**config.mk**
```make
export PLATFORM = sky130hd
export DESIGN_NAME = morse_code_keyer
export DESIGN_NICKNAME = d
export VERILOG_FILES = /design/src/rtl/mck_pkg.sv /design/src/rtl/mck_div.sv /design/src/rtl/mck_seq.sv /design/src/rtl/morse_code_keyer.sv
export VERILOG_INCLUDE_DIRS = /design/src /design/src/rtl
export SDC_FILE = /design/constraint.sdc
export NUM_CORES = 1
export LEC_CHECK = 0
export BUFFER_PORTS_ARGS = -buffer_cell sky130_fd_sc_hd__buf_2
export CAP_MARGIN = 20
export CORE_MARGIN = 1
export CORE_UTILIZATION = 30
export DETAILED_ROUTE_END_ITERATION = 7
export PLACE_DENSITY = 0.57
export SYNTH_ARGS = -nofsm -noshare
export SYNTH_HDL_FRONTEND = slang
export SYNTH_SLANG_ARGS = --single-unit
```
**constraint.sdc**
```tcl
create_clock -name i_clk -period 2.75 [get_ports i_clk]
set_input_delay 0.4125 -clock i_clk [delete_from_list [all_inputs] [get_ports i_clk]]
set_output_delay 0.4125 -clock i_clk [all_outputs]
set_load 0.05 [all_outputs]
```
**src/rtl/morse_code_keyer_assert.svh**
```systemverilog
// ----------------------------------------------------------------------------
// Morse code keyer assertion macros
// Concurrent check wrappers, compiled out for synthesis.
// ----------------------------------------------------------------------------
`ifndef MORSE_CODE_KEYER_ASSERT_SVH
`define MORSE_CODE_KEYER_ASSERT_SVH

`ifndef SYNTHESIS
// same-cycle implication
`define MCK_ASSERT_IMP(lbl, ante, cons, msg) \
    lbl: assert property (@(posedge i_clk) disable iff (!i_rst_n) (ante) |-> (cons)) \
        else $error(msg);
// next-cycle implication
`define MCK_ASSERT_NXT(lbl, ante, cons, msg) \
    lbl: assert property (@(posedge i_clk) disable iff (!i_rst_n) (ante) |=> (cons)) \
        else $error(msg);
`else
`define MCK_ASSERT_IMP(lbl, ante, cons, msg)
`define MCK_ASSERT_NXT(lbl, ante, cons, msg)
`endif

`endif

```
**src/rtl/mck_pkg.sv**
```systemverilog
// ----------------------------------------------------------------------------
// Morse code keyer package
// Shared types, constants and the character-to-pattern table.
// ----------------------------------------------------------------------------
`timescale 1ns / 1ps
`default_nettype none

package mck_pkg;

    localparam int WPM_W     = 11;
    localparam int DOT_W     = 11;
    localparam int DUR_W     = 13;
    localparam int PAT_W     = 7;
    localparam int LEN_W     = 3;
    localparam int DIV_STEPS = 11;

    localparam logic [DOT_W-1:0] DIT_NUMERATOR = 11'd1200;
    localparam logic [DOT_W-1:0] RESET_DOT_LEN = 11'd60;
    localparam logic             RESET_LEVEL   = 1'b1;

    // configuration register indexes
    localparam logic CFG_WPM   = 1'b0;
    localparam logic CFG_LEVEL = 1'b1;

    localparam logic [7:0] CHAR_SPACE = 8'h20;

    // segment length codes
    localparam logic [1:0] DITS_1 = 2'd0;
    localparam logic [1:0] DITS_3 = 2'd1;
    localparam logic [1:0] DITS_4 = 2'd2;

    // elements left-aligned, first element in the MSB, 1 = dash
    typedef struct packed {
        logic [LEN_W-1:0] len;
        logic [PAT_W-1:0] bits;
    } t_pat;

    typedef struct packed {
        logic       key_down;
        logic [1:0] dits;
        logic       last;
    } t_seg;

    function automatic t_pat pattern_of(input logic [7:0] c_in);
        logic [7:0] c;
        t_pat       p;
        c = c_in;
        if (c >= 8'h61 && c <= 8'h7a) begin
            c = c - 8'd32;
        end
        p = '{len: 3'd0, bits: 7'b0000000};
        unique case (c)
            "A":   p = '{3'd2, 7'b0100000};
            "B":   p = '{3'd4, 7'b1000000};
            "C":   p = '{3'd4, 7'b1010000};
            "D":   p = '{3'd3, 7'b1000000};
            "E":   p = '{3'd1, 7'b0000000};
            "F":   p = '{3'd4, 7'b0010000};
            "G":   p = '{3'd3, 7'b1100000};
            "H":   p = '{3'd4, 7'b0000000};
            "I":   p = '{3'd2, 7'b0000000};
            "J":   p = '{3'd4, 7'b0111000};
            "K":   p = '{3'd3, 7'b1010000};
            "L":   p = '{3'd4, 7'b0100000};
            "M":   p = '{3'd2, 7'b1100000};
            "N":   p = '{3'd2, 7'b1000000};
            "O":   p = '{3'd3, 7'b1110000};
            "P":   p = '{3'd4, 7'b0110000};
            "Q":   p = '{3'd4, 7'b1101000};
            "R":   p = '{3'd3, 7'b0100000};
            "S":   p = '{3'd3, 7'b0000000};
            "T":   p = '{3'd1, 7'b1000000};
            "U":   p = '{3'd3, 7'b0010000};
            "V":   p = '{3'd4, 7'b0001000};
            "W":   p = '{3'd3, 7'b0110000};
            "X":   p = '{3'd4, 7'b1001000};
            "Y":   p = '{3'd4, 7'b1011000};
            "Z":   p = '{3'd4, 7'b1100000};
            "1":   p = '{3'd5, 7'b0111100};
            "2":   p = '{3'd5, 7'b0011100};
            "3":   p = '{3'd5, 7'b0001100};
            "4":   p = '{3'd5, 7'b0000100};
            "5":   p = '{3'd5, 7'b0000000};
            "6":   p = '{3'd5, 7'b1000000};
            "7":   p = '{3'd5, 7'b1100000};
            "8":   p = '{3'd5, 7'b1110000};
            "9":   p = '{3'd5, 7'b1111000};
            "0":   p = '{3'd5, 7'b1111100};
            ".":   p = '{3'd6, 7'b0101010};
            ",":   p = '{3'd6, 7'b1100110};
            "?":   p = '{3'd6, 7'b0011000};
            8'h27: p = '{3'd6, 7'b0111100};
            "!":   p = '{3'd6, 7'b1010110};
            "/":   p = '{3'd5, 7'b1001000};
            "(":   p = '{3'd5, 7'b1011000};
            ")":   p = '{3'd6, 7'b1011010};
            "&":   p = '{3'd5, 7'b0100000};
            ":":   p = '{3'd6, 7'b1110000};
            ";":   p = '{3'd6, 7'b1010100};
            "=":   p = '{3'd5, 7'b1000100};
            "+":   p = '{3'd5, 7'b0101000};
            "-":   p = '{3'd6, 7'b1000010};
            "_":   p = '{3'd6, 7'b0011010};
            8'h22: p = '{3'd6, 7'b0100100};
            "$":   p = '{3'd7, 7'b0001001};
            "@":   p = '{3'd6, 7'b0110100};
            default: p = '{3'd0, 7'b0000000};
        endcase
        return p;
    endfunction

endpackage

`default_nettype wire

```
**src/rtl/mck_div.sv**
```systemverilog
// ----------------------------------------------------------------------------
// Dit length divider
// Restoring divider, one quotient bit per cycle: 1200 / speed.
// ----------------------------------------------------------------------------
`timescale 1ns / 1ps
`default_nettype none

module mck_div
    import mck_pkg::*;
(
    input  wire logic             i_clk,
    input  wire logic             i_rst_n,
    input  wire logic             i_start,
    input  wire logic [WPM_W-1:0] i_divisor,
    output logic                  o_busy,
    output logic                  o_done,
    output logic [DOT_W-1:0]      o_quotient
);

    localparam int CNT_W = $clog2(DIV_STEPS);

    logic             r_busy, n_busy;
    logic             r_done, n_done;
    logic [CNT_W-1:0] r_cnt,  n_cnt;
    logic [DOT_W-1:0] r_rem,  n_rem;
    logic [DOT_W-1:0] r_num,  n_num;
    logic [WPM_W-1:0] r_div,  n_div;
    logic [DOT_W:0]   trial;
    logic             q_bit;

    always_comb begin
        trial  = {r_rem, r_num[DOT_W-1]};
        q_bit  = (trial >= {{(DOT_W+1-WPM_W){1'b0}}, r_div});
        n_busy = r_busy;
        n_done = 1'b0;
        n_cnt  = r_cnt;
        n_rem  = r_rem;
        n_num  = r_num;
        n_div  = r_div;
        if (i_start) begin
            n_busy = 1'b1;
            n_cnt  = '0;
            n_rem  = '0;
            n_num  = DIT_NUMERATOR;
            n_div  = (i_divisor == '0) ? WPM_W'(1) : i_divisor;
        end else if (r_busy) begin
            // speed zero is treated as one
            n_rem = q_bit ? DOT_W'(trial - {{(DOT_W+1-WPM_W){1'b0}}, r_div})
                          : trial[DOT_W-1:0];
            n_num = {r_num[DOT_W-2:0], q_bit};
            n_cnt = r_cnt + CNT_W'(1);
            if (r_cnt == CNT_W'(DIV_STEPS - 1)) begin
                n_busy = 1'b0;
                n_done = 1'b1;
            end
        end
    end

    always_ff @(posedge i_clk) begin
        if (!i_rst_n) begin
            r_busy <= 1'b0;
            r_done <= 1'b0;
            r_cnt  <= '0;
        end else begin
            r_busy <= n_busy;
            r_done <= n_done;
            r_cnt  <= n_cnt;
        end
        r_rem <= n_rem;
        r_num <= n_num;
        r_div <= n_div;
    end

    assign o_busy     = r_busy | r_done;
    assign o_done     = r_done;
    assign o_quotient = r_num;

endmodule

`default_nettype wire

```
**src/rtl/mck_seq.sv**
```systemverilog
// ----------------------------------------------------------------------------
// Element sequencer
// Shifts the pattern out as the output advances, inserting gaps.
// ----------------------------------------------------------------------------
`timescale 1ns / 1ps
`default_nettype none

module mck_seq
    import mck_pkg::*;
(
    input  wire logic       i_clk,
    input  wire logic       i_rst_n,
    input  wire logic       i_load,
    input  wire logic [7:0] i_character,
    input  wire logic       i_last_char,
    input  wire logic       i_advance,
    output logic            o_idle,
    output logic            o_seg_valid,
    output t_seg            o_seg
);

    localparam logic S_IDLE = 1'b0;
    localparam logic S_RUN  = 1'b1;

    logic             r_state, n_state;
    logic [PAT_W-1:0] r_pat,   n_pat;
    logic [LEN_W-1:0] r_cnt,   n_cnt;
    logic             r_gap,   n_gap;
    logic             r_tail,  n_tail;
    logic             r_space, n_space;
    t_pat             lookup;

    assign lookup = pattern_of(i_character);

    always_comb begin
        n_state     = r_state;
        n_pat       = r_pat;
        n_cnt       = r_cnt;
        n_gap       = r_gap;
        n_tail      = r_tail;
        n_space     = r_space;
        o_seg_valid = 1'b0;
        o_seg       = '{key_down: 1'b0, dits: DITS_1, last: 1'b0};
        unique case (r_state)
            S_IDLE: begin
                if (i_load) begin
                    n_state = S_RUN;
                    n_pat   = lookup.bits;
                    n_cnt   = lookup.len;
                    n_gap   = 1'b0;
                    n_tail  = !i_last_char;
                    n_space = (i_character == CHAR_SPACE);
                end
            end
            S_RUN: begin
                if (i_advance) begin
                    priority if (r_space) begin
                        o_seg_valid = 1'b1;
                        o_seg       = '{1'b0, DITS_4, 1'b1};
                        n_state     = S_IDLE;
                    end else if (r_gap) begin
                        o_seg_valid = 1'b1;
                        o_seg       = '{1'b0, DITS_1, 1'b0};
                        n_gap       = 1'b0;
                    end else if (r_cnt != '0) begin
                        o_seg_valid = 1'b1;
                        o_seg       = '{1'b1, r_pat[PAT_W-1] ? DITS_3 : DITS_1,
                                        (r_cnt == LEN_W'(1)) && !r_tail};
                        n_pat       = {r_pat[PAT_W-2:0], 1'b0};
                        n_cnt       = r_cnt - LEN_W'(1);
                        n_gap       = (r_cnt != LEN_W'(1));
                        if (r_cnt == LEN_W'(1) && !r_tail) begin
                            n_state = S_IDLE;
                        end
                    end else if (r_tail) begin
                        o_seg_valid = 1'b1;
                        o_seg       = '{1'b0, DITS_3, 1'b1};
                        n_state     = S_IDLE;
                    end else begin
                        // unknown last character: nothing to send
                        n_state = S_IDLE;
                    end
                end
            end
            default: n_state = S_IDLE;
        endcase
    end

    always_ff @(posedge i_clk) begin
        if (!i_rst_n) begin
            r_state <= S_IDLE;
        end else begin
            r_state <= n_state;
        end
        r_pat   <= n_pat;
        r_cnt   <= n_cnt;
        r_gap   <= n_gap;
        r_tail  <= n_tail;
        r_space <= n_space;
    end

    assign o_idle = (r_state == S_IDLE);

endmodule

`default_nettype wire

```
**src/rtl/morse_code_keyer.sv**
```systemverilog
// ----------------------------------------------------------------------------
// Morse code keyer
// Turns one character per request into a run of timed key segments.
//
//   channel  direction  handshake               payload
//   in       sink       i_in_valid/o_in_ready   i_character, i_last_char
//   out      source     o_out_valid/i_out_ready key_down, pin_level, duration, last
//   cfg      sink       i_cfg_valid/o_cfg_ready i_cfg_index, i_cfg_data
//
// A character is loaded, then its segments (up to 14) are issued one by one as the output advances.
// A speed write runs the serial divider, blocking requests and settings until it is done.
// Synchronous active-low reset: 20 wpm (dit 60 ms), active level high.
// An output stall holds the sequencer; the output register frees the input.
// ----------------------------------------------------------------------------
`timescale 1ns / 1ps
`default_nettype none

module morse_code_keyer
    import mck_pkg::*;
(
    input  wire logic             i_clk,
    input  wire logic             i_rst_n,
    input  wire logic             i_in_valid,
    output logic                  o_in_ready,
    input  wire logic [7:0]       i_character,
    input  wire logic             i_last_char,
    output logic                  o_out_valid,
    input  wire logic             i_out_ready,
    output logic                  o_key_down,
    output logic                  o_pin_level,
    output logic [DUR_W-1:0]      o_duration_ms,
    output logic                  o_last_of_run,
    input  wire logic             i_cfg_valid,
    output logic                  o_cfg_ready,
    input  wire logic             i_cfg_index,
    input  wire logic [WPM_W-1:0] i_cfg_data
);

`include "morse_code_keyer_assert.svh"

    logic             r_dot_len;
    logic [DOT_W-1:0] r_dot;
    logic             r_level;
    logic             r_out_valid;
    logic             r_key_down, r_pin_level, r_last;
    logic [DUR_W-1:0] r_dur, n_dur;

    logic             div_busy, div_done, div_start;
    logic [DOT_W-1:0] div_quot;
    logic             seq_idle, seq_valid, advance, in_acc, cfg_acc;
    t_seg             seg;

    assign cfg_acc   = i_cfg_valid & o_cfg_ready;
    assign div_start = cfg_acc & (i_cfg_index == CFG_WPM);
    assign in_acc    = i_in_valid & o_in_ready;
    assign advance   = !r_out_valid | i_out_ready;

    assign o_cfg_ready = !div_busy;
    assign o_in_ready  = seq_idle & !div_busy;

    mck_div u_div (
        .i_clk      (i_clk),
        .i_rst_n    (i_rst_n),
        .i_start    (div_start),
        .i_divisor  (i_cfg_data),
        .o_busy     (div_busy),
        .o_done     (div_done),
        .o_quotient (div_quot)
    );

    mck_seq u_seq (
        .i_clk       (i_clk),
        .i_rst_n     (i_rst_n),
        .i_load      (in_acc),
        .i_character (i_character),
        .i_last_char (i_last_char),
        .i_advance   (advance),
        .o_idle      (seq_idle),
        .o_seg_valid (seq_valid),
        .o_seg       (seg)
    );

    always_comb begin
        unique case (seg.dits)
            DITS_3:  n_dur = {2'b00, r_dot} + {1'b0, r_dot, 1'b0};
            DITS_4:  n_dur = {r_dot, 2'b00};
            default: n_dur = {2'b00, r_dot};
        endcase
    end

    always_ff @(posedge i_clk) begin
        if (!i_rst_n) begin
            r_dot       <= RESET_DOT_LEN;
            r_level     <= RESET_LEVEL;
            r_out_valid <= 1'b0;
            r_dot_len   <= 1'b0;
        end else begin
            r_dot_len <= div_done;
            if (div_done) begin
                r_dot <= div_quot;
            end
            if (cfg_acc && i_cfg_index == CFG_LEVEL) begin
                r_level <= i_cfg_data[0];
            end
            if (seq_valid) begin
                r_out_valid <= 1'b1;
            end else if (i_out_ready) begin
                r_out_valid <= 1'b0;
            end
        end
        if (seq_valid) begin
            r_key_down  <= seg.key_down;
            r_pin_level <= seg.key_down ? r_level : !r_level;
            r_dur       <= n_dur;
            r_last      <= seg.last;
        end
    end

    assign o_out_valid   = r_out_valid;
    assign o_key_down    = r_key_down;
    assign o_pin_level   = r_pin_level;
    assign o_duration_ms = r_dur;
    assign o_last_of_run = r_last;

    `MCK_ASSERT_NXT(a_div_blocks_in, div_start, !o_in_ready, "request taken during division")
    `MCK_ASSERT_IMP(a_seg_slot_free, seq_valid, advance, "segment lost in full output stage")
    `MCK_ASSERT_NXT(a_load_busy, in_acc, !o_in_ready, "sequencer reloaded while running")
    `MCK_ASSERT_NXT(a_dot_updated, div_done, r_dot_len && !div_busy, "dit length not settled")

endmodule

`default_nettype wire

```
# Word-level counts from Yosys, hierarchy flattened
# Memory sizes are Yosys's and may differ from the RTL's.
# Index checks and enable logic that the tools add are counted.
[totals]
reg_bits = 82
rom_bits = 1280
in_bits = 26
output_inout_bits = 19
word_cells = 115
n_memories = 1
[classes]
add_sub_neg = 5
order_cmp = 3
n_eq_ne = 11
muxes = 49
bitwise = 10
reduce_logical = 17
[mem_list]
columns = ["memory", "depth", "width", "rd", "rd_ports_with_merged_regs", "write_ports", "line", "source"]
rows = [
  ["(no name shown)", 128, 10, 1, 0, 0, "mck_pkg.sv:52", "unique case (c)"],
]
[op_table]
columns = ["cell", "count"]
rows = [
  ["$mux 7", 5],
  ["$pmux 13 s2", 1],
  ["$mux 1", 25],
  ["$mux 4", 5],
  ["$mux 3", 5],
  ["$pmux 7 s2", 1],
  ["$add 11x12->13", 1],
  ["$ge 12x11->1", 1],
  ["$logic_not 11->1", 1],
  ["$mux 11", 1],
  ["$sub 11x11->11", 1],
  ["$mux 10", 1],
  ["$eq 8x6->1 const B", 1],
  ["$ge 8x7->1 const B", 1],
  ["$le 8x7->1 const B", 1],
  ["$mux 8", 1],
  ["$ne 2x2->1 const B", 4],
  ["$sub 8x6->8 const B", 1],
  ["$pmux 3 s2", 1],
  ["$logic_not 1->1", 5],
  ["$reduce_and 5->1", 1],
  ["$add 4x1->4 const B", 1],
  ["$and 1x1->1", 4],
  ["$eq 4x4->1 const B", 1],
  ["other kinds (17)", 25],
]

# Longest topological paths before layout
[logic_depth]
depth_word = 9
ltp_mapped = 10
depth_no_buf = 9

# Hierarchy
# Synthesis repeated with hierarchy kept, for this count alone.
[hier_totals]
hier_cells = 633
area_unflattened_um2 = 5691.7
[by_module_without_submodules]
columns = ["module", "instances", "cells_each", "area_per_inst_um2", "seq_area_each_um2"]
rows = [
  ["mck_div", 1, 230, 2173.3, 890.9],
  ["mck_seq", 1, 228, 1771.7, 410.4],
  ["morse_code_keyer", 1, 175, 1746.7, 740.7],
]

# Worst setup path before layout
# No wires, ideal clock.
[synth_path]
path_kind = "register to register"
startpoint = "register u_div.r_done, in the netlist u_div.o_done"
endpoint = "register u_seq.r_cnt[0], enable pin"
setup_time_ps = 340
t_arrival_ps = 2116
slack_ps = 295
path_stages_with_launch = 5
n_path_buf = 1
synth_period_minus_slack_ps = 2455
path_cell_list = "dfxtp_1 > buf_2 > nor3_1 > nand2_1 > nand2_1"
[synth_between]
elab_chain_cells = 6
[synth_rtl]
columns = ["item", "line", "source"]
rows = [
  ["start: declaration", "mck_div.sv:23", "logic r_done, n_done;"],
  ["start signal: assignment", "mck_div.sv:66", "r_done <= n_done;"],
  ["$or 1x1->1", "mck_div.sv:74", "assign o_busy = r_busy | r_done;"],
  ["$logic_not 1->1", "morse_code_keyer.sv:59", "assign o_in_ready = seq_idle & !div_busy;"],
  ["$and 1x1->1", "morse_code_keyer.sv:59", ""],
  ["named net o_in_ready", "morse_code_keyer.sv:24", "output logic o_in_ready,"],
  ["$and 1x1->1", "morse_code_keyer.sv:55", "assign in_acc = i_in_valid & o_in_ready;"],
  ["$ne 2x1->1 (no source line)", "n/a", ""],
  ["$reduce_and 5->1 (no source line)", "n/a", ""],
  ["end signal: assignment", "mck_seq.sv:96", "r_cnt <= n_cnt;"],
  ["end: declaration", "mck_seq.sv:27", "logic [LEN_W-1:0] r_cnt, n_cnt;"],
]
# The timed path passes the listed nets, and every way through them passes these cells.
# A chain may end at the register's enable or synchronous reset.

# Final worst setup path
[layout_path]
startpoint = "register u_div.r_num[10], in the netlist u_div.o_quotient[10]"
endpoint = "register u_div.r_rem[0]"
[layout_between]
elab_chain_cells = 2
[layout_rtl]
columns = ["item", "line", "source"]
rows = [
  ["start: declaration", "mck_div.sv:26", "logic [DOT_W-1:0] r_num, n_num;"],
  ["start signal: assignment", "mck_div.sv:70", "r_num <= n_num;"],
  ["$sub 11x11->11 / $ge 12x11->1 (equally long branches)", "mck_div.sv:48, mck_div.sv:33", ""],
  ["$mux 11 (*)", "mck_div.sv:48", "n_rem = q_bit ? DOT_W'(trial - {{(DOT_W+1-WPM_W){1'b0}}, r_div})"],
  ["end signal: assignment", "mck_div.sv:69", "r_rem <= n_rem;"],
  ["end: declaration", "mck_div.sv:25", "logic [DOT_W-1:0] r_rem, n_rem;"],
]
# Every way passes the cells marked *; elsewhere a longest branch is shown, timed or not.

==> flow_summary.yaml <==
status:
  outcome: "finished, final reports clean"
global_route:
  grt_pass1_vias: 4141
  antenna_found_initial: 0
  grt_pass1_wl_mm: 19.9
  grtUsageTotal: 0.135
  grt_start_max_net_pins: 41
  grt_overflow_total: 0
floorplanning:
  ios: 45
  core_area_sq_um: 17400
  dieArea_sq_um: 18300
  start_util: 0.308
  fp.dieW_microns: 135
  die_h_microns: 135
  rows: 48
timing:
  finalMaxSlewViolations: 0
  tightest_slew_ns: 0.730
  fin_crit_sh: 0.915
  finalHoldViolations: 0
  timing.slew.headroom: 0.512
  rsz0062_at_grt: "no"
  tns_ns: 0
  timing.fmax_mhz: 397
  finClkSkew_ns: 0.00934
  min_period_ns: 2.52
  setup_viol: 0
synth:
  synth_cell_type_count: 69
  synth_compound_area_frac: 0.209
  synth-seq-cells: 82
  yosysWarnings: 0
  seq_area_frac_synth: 0.382
  synth_adder_area_share: 0.0965
  synth_area_sq_um: 5340
  synthMuxAreaShare: 0.0569
  syn_inst: 603
  synth-edff-count: 40
  synth_area_leader_cell: "edfxtp_1"
  synth-main-ff-cell: "dfxtp_1"
  synthArstFlopShare: 0
  syn_nets: 669
  synth_top_family_by_area: "compound AO/OA/AOI/OAI gates"
  synth-simple-area-share: 0.161
  synthXorXnorAreaFrac: 0.0328
  yosys-top-cells-area: "edfxtp_1 (22%), dfxtp_1 (16%), ha_1 (8.9%), mux2i_1 (5.1%), a21oi_1 (4.9%)"
  avgSynthCellArea_sq_um: 8.86
  synth_top_area_frac: 0.225
placed_design:
  port_buffers: 44
  place.gp.congestion: 0.896
  dpl.hpwl_mm: 9.00
worst_setup_path:
  cp-start-kind: "register"
  cp-endpoint: "u_div.r_rem[0]$_SDFFE_PP0P_"
  reg2reg_slack_ns: 0.23
  cp.depth: 9
  path_delay_family: "simple AND/OR/NAND/NOR gates"
  worstPathCellList: "inv_1 -> ha_1 -> fa_1 -> nand2b_1 -> a21oi_2 -> o21a_1 -> nor3_4 -> mux2_2 -> o22ai_1"
  critPathArrivalTime_ns: 2.76
  cp_slowest_stage_delay_ns: 0.64
  path_class: "reg2reg"
  crit_start: "u_div.o_quotient[10]$_SDFFE_PP1P_"
  r2r-start: "u_div.o_quotient[10]$_SDFFE_PP1P_"
  cp-end-kind: "register"
  cp.required_ns: 3.00
  cp_max_fo: 14
  r2r_end: "u_div.r_rem[0]$_SDFFE_PP0P_"
  crit_slowest_cell: "nor3_4"
  timing.critical_path.buf_inv: 1
  reg2reg_depth: 9
route:
  vias_per_cell: 5.16
  routed-via-count: 4426
  drt_iter0_drc: 234
  dr.pass1.iters: 5
  antenna_left: 0
  drt-total-wl_mm: 12.2
  drc: 0
  post_drt_wl_per_cell_microns: 14.2
clocking:
  cts-root-buf: "clkbuf_16"
  cts_setup_buffers: 0
  clkTransAtPathRegs_ns: 0.06
  clkSinkCount: 82
  hold_buffers: 0
  cts_inserted_buffers: 9
  cts_resized: 0
  clockBufferDepth: 2
  cts_tree: "yes"
  insertion_delay_ns: 0.34
  htree_levels: 3
pwr:
  p_total_mw: 3.93
  vdd_drop_max_v: 0.000351
  p_leak_nw: 2.46
  power_density_nw_per_um2: 651
final_layout:
  areaGrowthSynthToFinish_pct: 13.1
  drive_gt1_frac: 0.130
  n_antenna_cell: 0
  fin_nets: 694
  mostFrequentLayoutCell: "a21oi_1"
  final_cell_mix: "a21oi_1 (52), nor2_1 (50), nand2_1 (49), buf_2 (44), dfxtp_1 (42)"
worst_hold_path:
  hold_class: "in2reg"
flow_run:
  drv_cap: 0
## state kept, by name (all words and copies together) (netlist names), 3 cells and up
register          count
u_div.r_rem          11
u_div.r_cnt           4
o_duration_ms        13
u_div.o_quotient     11
u_seq.r_cnt           3
u_seq.r_pat           7
r_dot                11
u_div.r_div          11
## routing by layer
metal | up-vias | global-route usage | wire length, microns
li1 | 2221 | - | -
met1 | 2082 | 0.171 | 5590
met2 | 102 | 0.229 | 5850
met3 | 21 | 0.0206 | 447
met4 | 0 | 0.0543 | 301
met5 | - | 0 | 0
## cells in the mapped netlist (all sizes together), types with 3 or more instances
master,n
a21oi,54
nor2,52
nand2,49
dfxtp,42
o21ai,42
inv,41
edfxtp,40
ha,38
clkbuf,28
mux2i,27
nor2b,14
xnor2,13
buf,12
a211oi,11
nand2b,11
nor3,11
nand3,9
o211ai,9
a21o,7
xor2,7
a221oi,6
a22oi,6
a31oi,6
o22ai,6
and3,5
nor4,5
mux2,3
nand4,3
nor3b,3
o21a,3
o221ai,3
or2,3
## where the power goes
part	switching (mW)	internal [mW]	leakage, nW	total (mW)
clock network	0.488	0.710	0.140	1.20
registers	0.0964	1.44	0.724	1.54
logic	0.701	0.496	1.60	1.20
total	1.29	2.65	2.46	3.93
## final cells by class
class,instances,area [sq um]
Clock buffer,11,233
Clock inverter,5,63.8
Fill cell,1757,11300
Inverter,42,158
Multi-Input combinational cell,439,2970
Sequential cell,82,2040
Tap cell,225,282
Timing Repair Buffer,54,295
## worst min-delay path by stage
stage	startpoint	endpoint	depth (start not counted)
final	i_cfg_data[8]	u_div.r_div[8]$_SDFFCE_PN0P_	1
after detailed placement	u_div.r_cnt[3]$_SDFFE_PP0P_	u_div.o_done$_SDFF_PP0_	2
after global routing	i_cfg_data[8]	u_div.r_div[8]$_SDFFCE_PN0P_	1
after CTS	i_cfg_data[8]	u_div.r_div[8]$_SDFFCE_PN0P_	1
after global placement	u_div.r_cnt[2]$_SDFFE_PP0P_	u_div.o_done$_SDFF_PP0_	1
after floorplan	u_div.r_cnt[3]$_SDFFE_PP0P_	u_div.o_done$_SDFF_PP0_	2
## cells by family after synthesis
| family | Yosys count |
|---|---|
| flops | 82 |
| xor+xnor | 20 |
| fa+ha+maj | 40 |
| simple gates | 175 |
| buf+inv | 82 |
| mux | 30 |
| compound gates | 174 |
## stage by stage
stage               hold slack (ns)  std cells  setup slack (ns)  instance area, sq um   util
finish                        0.270        858             0.234                  6040  0.348
global placement              0.483        842             0.319                  5750  0.331
floorplan                     0.448        603             0.295                  5340      -
global route                  0.264        858            0.0455                  6040  0.348
CTS                           0.259        858             0.209                  6040  0.348
detailed placement            0.482        842             0.244                  5750  0.331
Power figures use the tool's default switching activity.
